<file path="src/design/gji_pkg.sv">
package gji_pkg;

    localparam int MAX_N_DEF      = 8;
    localparam int DATA_WIDTH_DEF = 32;
    localparam int FRAC_BITS      = 24;
    localparam int SIZE_W         = 4;
    localparam int ELEM_W         = 32;
    localparam int STATUS_W       = 2;

    localparam logic [SIZE_W-1:0] SIZE_RESET = 4'd8;

    localparam logic [STATUS_W-1:0] STATUS_OK   = 2'd0;
    localparam logic [STATUS_W-1:0] STATUS_ZERO = 2'd1;
    localparam logic [STATUS_W-1:0] STATUS_SAT  = 2'd2;

    // Command handed from the loader to the solver.
    typedef struct packed {
        logic [SIZE_W:0] n;
    } gji_cmd_t;

    // Solver sequencer states.
    typedef enum logic [4:0] {
        ST_IDLE,
        ST_INIT,
        ST_PIV_RD,
        ST_PIV_WT,
        ST_ROW_RD,
        ST_ROW_WT,
        ST_DIV,
        ST_OP_RD,
        ST_OP_WT,
        ST_OP_MUL,
        ST_OP_SUB,
        ST_OP_WR,
        ST_NRM_RD,
        ST_NRM_WT,
        ST_NRM_DIV,
        ST_NM_RD,
        ST_NM_WT,
        ST_NM_MUL,
        ST_NM_WR,
        ST_OUT_RD,
        ST_OUT_WT,
        ST_OUT_HOLD
    } gji_state_t;

endpackage

</file>
<file path="src/design/gji_load.sv">
// Front part: counts elements into the work store and issues a solve command.
module gji_load #(
    parameter int MAX_N      = gji_pkg::MAX_N_DEF,
    parameter int DATA_WIDTH = gji_pkg::DATA_WIDTH_DEF
) (
    input  logic                             clk,
    input  logic                             rst_n,
    input  logic                             cfg_we,
    input  logic [gji_pkg::SIZE_W-1:0]       cfg_data,
    input  logic                             in_valid,
    output logic                             in_stall,
    input  logic [gji_pkg::ELEM_W-1:0]       element_value,
    output logic                             wr_en,
    output logic [2*$clog2(MAX_N)-1:0]       wr_addr,
    output logic [DATA_WIDTH-1:0]            wr_data,
    output logic                             load_sat,
    output logic                             cmd_valid,
    output gji_pkg::gji_cmd_t                cmd,
    input  logic                             cmd_stall
);
    import gji_pkg::*;

    localparam int RW = $clog2(MAX_N);
    localparam int AW = 2 * RW;
    localparam logic signed [ELEM_W:0] VMAX = (ELEM_W+1)'((64'sd1 <<< (DATA_WIDTH-1)) - 1);
    localparam logic signed [ELEM_W:0] VMIN = -VMAX - 1;

    logic [SIZE_W-1:0] size_reg;
    logic [RW:0] row_reg, row_next, col_reg, col_next;
    logic [SIZE_W:0] n;
    logic acc, last;
    logic signed [ELEM_W:0] ext;

    // Effective size: zero acts as one, above MAX_N saturates.
    always_comb
    begin
        n = {1'b0, size_reg};
        if (size_reg == '0)
            n = (SIZE_W+1)'(1);
        else if ({1'b0, size_reg} > (SIZE_W+1)'(MAX_N))
            n = (SIZE_W+1)'(MAX_N);
    end

    // While a solve is queued or running the loader holds off further beats.
    assign in_stall = cmd_valid || cmd_stall;
    assign acc  = in_valid && !in_stall;
    assign last = ((SIZE_W+1)'(row_reg) == n - 1'b1) && ((SIZE_W+1)'(col_reg) == n - 1'b1);

    always_comb
    begin
        row_next = row_reg;
        col_next = col_reg;
        if (acc)
        begin
            if (last)
            begin
                row_next = '0;
                col_next = '0;
            end
            else if ((SIZE_W+1)'(col_reg) == n - 1'b1)
            begin
                col_next = '0;
                row_next = row_reg + 1'b1;
            end
            else
            begin
                col_next = col_reg + 1'b1;
            end
        end
        if (cfg_we)
        begin
            row_next = '0;
            col_next = '0;
        end
    end

    always_ff @(posedge clk or negedge rst_n)
    begin
        if (!rst_n)
        begin
            size_reg  <= SIZE_RESET;
            row_reg   <= '0;
            col_reg   <= '0;
            cmd_valid <= 1'b0;
            cmd       <= '0;
        end
        else
        begin
            if (cfg_we)
                size_reg <= cfg_data;
            row_reg <= row_next;
            col_reg <= col_next;
            if (acc && last)
            begin
                cmd_valid <= 1'b1;
                cmd.n     <= n;
            end
            else if (!cmd_stall)
            begin
                cmd_valid <= 1'b0;
            end
        end
    end

    // Store write with input clamp.
    assign ext = (ELEM_W+1)'(signed'(element_value));
    always_comb
    begin
        load_sat = 1'b0;
        wr_data  = DATA_WIDTH'(element_value);
        if (ext > VMAX)
        begin
            load_sat = 1'b1;
            wr_data  = DATA_WIDTH'(VMAX);
        end
        else if (ext < VMIN)
        begin
            load_sat = 1'b1;
            wr_data  = DATA_WIDTH'(VMIN);
        end
    end
    assign wr_en   = acc;
    assign wr_addr = AW'({row_reg[RW-1:0], col_reg[RW-1:0]});

endmodule

</file>
<file path="config.mk">
export PLATFORM = sky130hd
export DESIGN_NAME = gji_load
export DESIGN_NICKNAME = d
export VERILOG_FILES = /design/src/design/gji_pkg.sv /design/src/design/gji_load.sv
export SDC_FILE = /design/constraint.sdc
export NUM_CORES = 1
export LEC_CHECK = 0
export CORE_MARGIN = 2
export CORE_UTILIZATION = 55
export DETAILED_ROUTE_END_ITERATION = 12
export DONT_BUFFER_PORTS = 1
export PLACE_DENSITY = 0.74
export SLEW_MARGIN = 10
export SYNTH_ARGS = -nofsm -noshare
export SYNTH_HDL_FRONTEND = slang
export SYNTH_SLANG_ARGS = --single-unit
</file>
<file path="constraint.sdc">
create_clock -name clk -period 2.6 [get_ports clk]
set_input_delay 0.78 -clock clk [delete_from_list [all_inputs] [get_ports clk]]
set_output_delay 0.78 -clock clk [all_outputs]
set_load 0.05 [all_outputs]
</file>
**After elaboration in Yosys (flattened, before gate mapping)**

Index checks and enable logic that the tools add are counted.

- $add $sub $neg: 3
- Order comparisons: 3
- Equality and inequality tests: 3
- Muxes and demuxes: 16
- Reduce and logical (&&, ||, !) cells: 9

Operators with widths:

| cell | number |
|---|---|
| 32-bit two-way mux | 2 |
| 4-bit two-way mux | 9 |
| 32-bit > comparator (second input constant) | 1 |
| 32-bit < comparator (second input constant) | 1 |
| 4-bit by 5-bit equality test with 1-bit output | 2 |
| 4-bit by 1-bit adder with 4-bit output (second input constant) | 2 |
| 5-bit two-way mux | 1 |
| 5-bit by 1-bit subtractor with 5-bit output (second input constant) | 1 |
| 4-bit > comparator (second input constant) | 1 |
| 4-bit logical NOT | 1 |
| 1-bit two-way mux | 4 |
| 1-bit logical AND | 3 |
| 3-bit nonzero test | 1 |
| 2-bit by 1-bit != test with 1-bit output (second input constant) | 1 |
| 2-bit AND reduction | 1 |
| 2-bit nonzero test | 1 |
| 1-bit logical NOT | 1 |
| 1-bit logical OR | 1 |

- Register bits: 18
- Bits of input ports: 41
- Logic and storage cells: 39

**Logic depth before layout (Yosys ltp)**

- Depth after elaboration: 9
- Depth in mapped cells: 9
- Gate-level depth less buffers: 8

**Least setup slack after synthesis**

No wires, ideal clock.

- Path type: register to register
- Start: register size_reg[2]
- End: register row_reg[0]
- Setup time: 0.078 ns
- Arrival time: 2.405 ns
- Required time: 2.522 ns
- Slack: 0.117 ns
- Cell stages (with the launch flop): 10
- Path buffers: 1
- Cells stage by stage: dfrtp_1 > o21ba_1 > or2_2 > ha_1 > xnor2_1 > a211oi_2 > nand4_2 > buf_2 > or3b_1 > a21oi_1

- Longest elaborated chain between the ends: 9

RTL lines:

| item | RTL line | text |
|---|---|---|
| start, declared | gji_load.sv:28 | `logic [SIZE_W-1:0] size_reg;` |
| start signal, assigned | gji_load.sv:90 | `size_reg <= cfg_data;` |
| 4-bit > comparator | gji_load.sv:40 | `else if ({1'b0, size_reg} > (SIZE_W+1)'(MAX_N))` |
| 4-bit two-way mux | gji_load.sv:40 |  |
| 5-bit two-way mux * | gji_load.sv:38 | `if (size_reg == '0)` |
| 5-bit by 1-bit subtractor with 5-bit output * | gji_load.sv:47, gji_load.sv:60 |  |
| 4-bit by 5-bit equality test with 1-bit output (on tied branches) | gji_load.sv:47, gji_load.sv:60 |  |
| 1-bit logical AND | gji_load.sv:47 | `assign last = ((SIZE_W+1)'(row_reg) == n - 1'b1) && ((SIZE_W+1)'(col_reg) == n - 1'b1);` |
| 4-bit two-way mux | gji_load.sv:55 | `if (last)` |
| 4-bit two-way mux | gji_load.sv:53 | `if (acc)` |
| 4-bit two-way mux | gji_load.sv:70 | `if (cfg_we)` |
| end signal, assigned | gji_load.sv:91 | `row_reg <= row_next;` |
| end, declared | gji_load.sv:29 | `logic [RW:0] row_reg, row_next, col_reg, col_next;` |

Mark *: on every way between the ends. The rest lies on a longest branch, timed or not. The select of a mux whose other input is x is not followed.
A chain may end at the register's enable or synchronous reset.

**Final worst setup path**

- Start: register size_reg[2]
- End: register row_reg[3]

The elaborated chain is that of the path after synthesis.

==> metrics <==
Tmin final 2.48 ns; Synth Area in Compound Gates 0.127; worst slew pin tran 0.584 ns; final hold vios 0; die height 49.6 µm; final setup violation count 0; Post-Synth Simple-Gate Area 0.164; Psw 0.189 mW; CTS tree done; Post-Route WL 2150 µm; max frequency 403 MHz; first-pass GRT wire length 3820 µm; Lkg Pwr 0.497 nW; register area share after synthesis 0.374; number of core rows 16; Crit. End Element register; status completed; mux contribution to synthesized area 0.0746; GRT Total Usage 0.198; R2R depth 8; largest cells by area after synthesis dfrtp_1, clkbuf_1, buf_4; Worst VDD drop 0.000374 V; die area 2460 µm²; DR iter-0 viols 16; Detailed Place HPWL 1670 µm; Seq pwr share 0.528; Sink Count 17; Antenna Nets Post-Route 0; Clock power frac 0.234; IO Pins 88; PwrDens 536 nW/µm²; max_cap viols 0; share of cells above drive strength 1 0.259; largest net degree at the start of global routing 18; Reg clk slew, reported paths 0.10 ns; asr flop ratio synth 1.00; Syn Area/Cell 8.52 µm²; Tightest Hold Check Type in -> async; Setup CP Type reg -> reg; Final Skew 0.00155 ns; crit-path max FO 3; Clk Latency, worst-skew pair 0.28 ns; Buffers on Ports 0; Adder-Cell Fraction of Synth Area 0.0329; Final nets 153; drt drc 0; Switching Fraction 0.319; Slew HR 0.611; CP Launch Type register; final worst path period share 0.955; total CTS buffers 3; setup_tns 0 ns; Post-Synth XOR/XNOR Area 0.0384; vias in the first global route 856; final-report max-slew violation count 0; Reg area 427 µm²; Multi-input gate area 509 µm²; CP arrival 2.70 ns; most common cell in the netlist clkbuf_1; # fillers 186; DIE WIDTH 49.6 µm; Final GP Congestion 0.802; Crit path required time 2.81 ns; Synth Register Bits 17; routed vias/inst 5.74; DR vias 775; r2r setup slk 0.12 ns; Synth Warn # 0; initial antenna violation count 0; EDFF count, synth 0; Mapped Cells 134; P&R area growth vs syn -3.18%; DR WL/cell 15.9 µm; Synth top area share 0.351; largest family of logic cells by synthesized area buffers and inverters; Top FF cell, synth dfrtp_1; Post-CTS Hold Fix Bufs 0; synth cell count leaders clkbuf_1, dfrtp_1, nand2_1; H-tree levels 1; Int Power 0.403 mW; Starting Density 0.582; Synth area leader dfrtp_1; Post-Synthesis Cell Area 1140 µm²; Pre-antenna DRT Iters 3; Netlist cell types 39; part of the power in combinational logic 0.238; core area 1960 µm²; hold_ws 0.179 ns; GRT overflow 0; n_diodes 0; clk buf depth 2; root buf cell clkbuf_4
==> cell type report <==
cell class	instances	share of cell area
flip-flops and latches	17	0.386
multi-input cells	71	0.461
repair buffers	12	0.0849
clock buffers	4	0.0238
inverters	4	0.0136
well taps	27	0.0306
==> path summary, 6_finish.rpt <==
kind / endpoint / start
setup reg to reg: row_reg[3]$_DFFE_PN0P_ / size_reg[2]$_DFFE_PN0P_
hold / removal: size_reg[1]$_DFFE_PN0P_ / rst_n
max in group asynchronous: size_reg[3]$_DFFE_PN1P_ / rst_n
min in group clk: size_reg[0]$_DFFE_PN0P_ / size_reg[0]$_DFFE_PN0P_
setup / recovery: row_reg[3]$_DFFE_PN0P_ / size_reg[2]$_DFFE_PN0P_
hold reg to reg: size_reg[0]$_DFFE_PN0P_ / size_reg[0]$_DFFE_PN0P_
==> stage by stage <==
stage	power [mW]	worst slack (ns)	utilization	cell area [µm²]	cells
2_1_floorplan	0.537	0.117	-	1140	135
3_3_place_gp	0.444	0.153	0.539	1060	129
3_5_place_dp	0.448	0.0660	0.539	1060	129
4_1_cts	0.587	0.0217	0.552	1080	133
5_1_grt	0.623	-0.0376	0.563	1100	135
6_report	0.592	0.117	0.563	1100	135
==> placed cells by master (no fill, tap or decap), drive strengths merged, types with 2 or more instances in the layout <==
master and count:
ha 3, a21oi 6, nor2 7, clkbuf 4
nand3 3, mux2 6, nand2b 2, conb 2
nand2 10, o21ai 5, xnor2 5, buf 12
o31ai 2, or3b 2, inv 4, dfrtp 16
nand4 2
==> power by group through the flow <==
stage / registers [mW] / logic, mW / clock network, mW
2_1_floorplan: 0.315 / 0.222 / 0
3_3_place_gp: 0.317 / 0.127 / 0
3_5_place_dp: 0.318 / 0.130 / 0
4_1_cts: 0.313 / 0.131 / 0.143
5_1_grt: 0.315 / 0.155 / 0.153
6_report: 0.312 / 0.141 / 0.139
==> metal layers <==
layer | vias up | part of all wire | track usage
met5 | - | 0 | 0
met4 | 0 | 0.026 | 0.102
met3 | 18 | 0.098 | 0.0818
met2 | 37 | 0.46 | 0.311
met1 | 359 | 0.42 | 0.232
li1 | 361 | - | -
==> logic make-up (layout without fill, tap and decap cells) <==
logic type	count (synthesis)	in the layout
buf+inv	47	20
simple gates	33	33
compound gates	21	21
flops	17	17
mux	7	7
xor+xnor	5	5
fa+ha+maj	3	3
other cells	1	2
==> critical path: stages, from the launching register on <==
cell and delay (ns):
dfrtp_1 0.40, o21ba_1 0.20, or2_2 0.29, ha_2 0.31, xnor2_1 0.14, a211oi_2 0.23, nand4_2 0.18, or4b_1 0.53
a21oi_1 0.14
==> timing repair <==
action,in CTS,in global routing
endpoints found under the setup margin,0,5
gates resized for setup,0,2
buffers inserted,0,2
No activity file was read; power rests on OpenSTA's default activity.
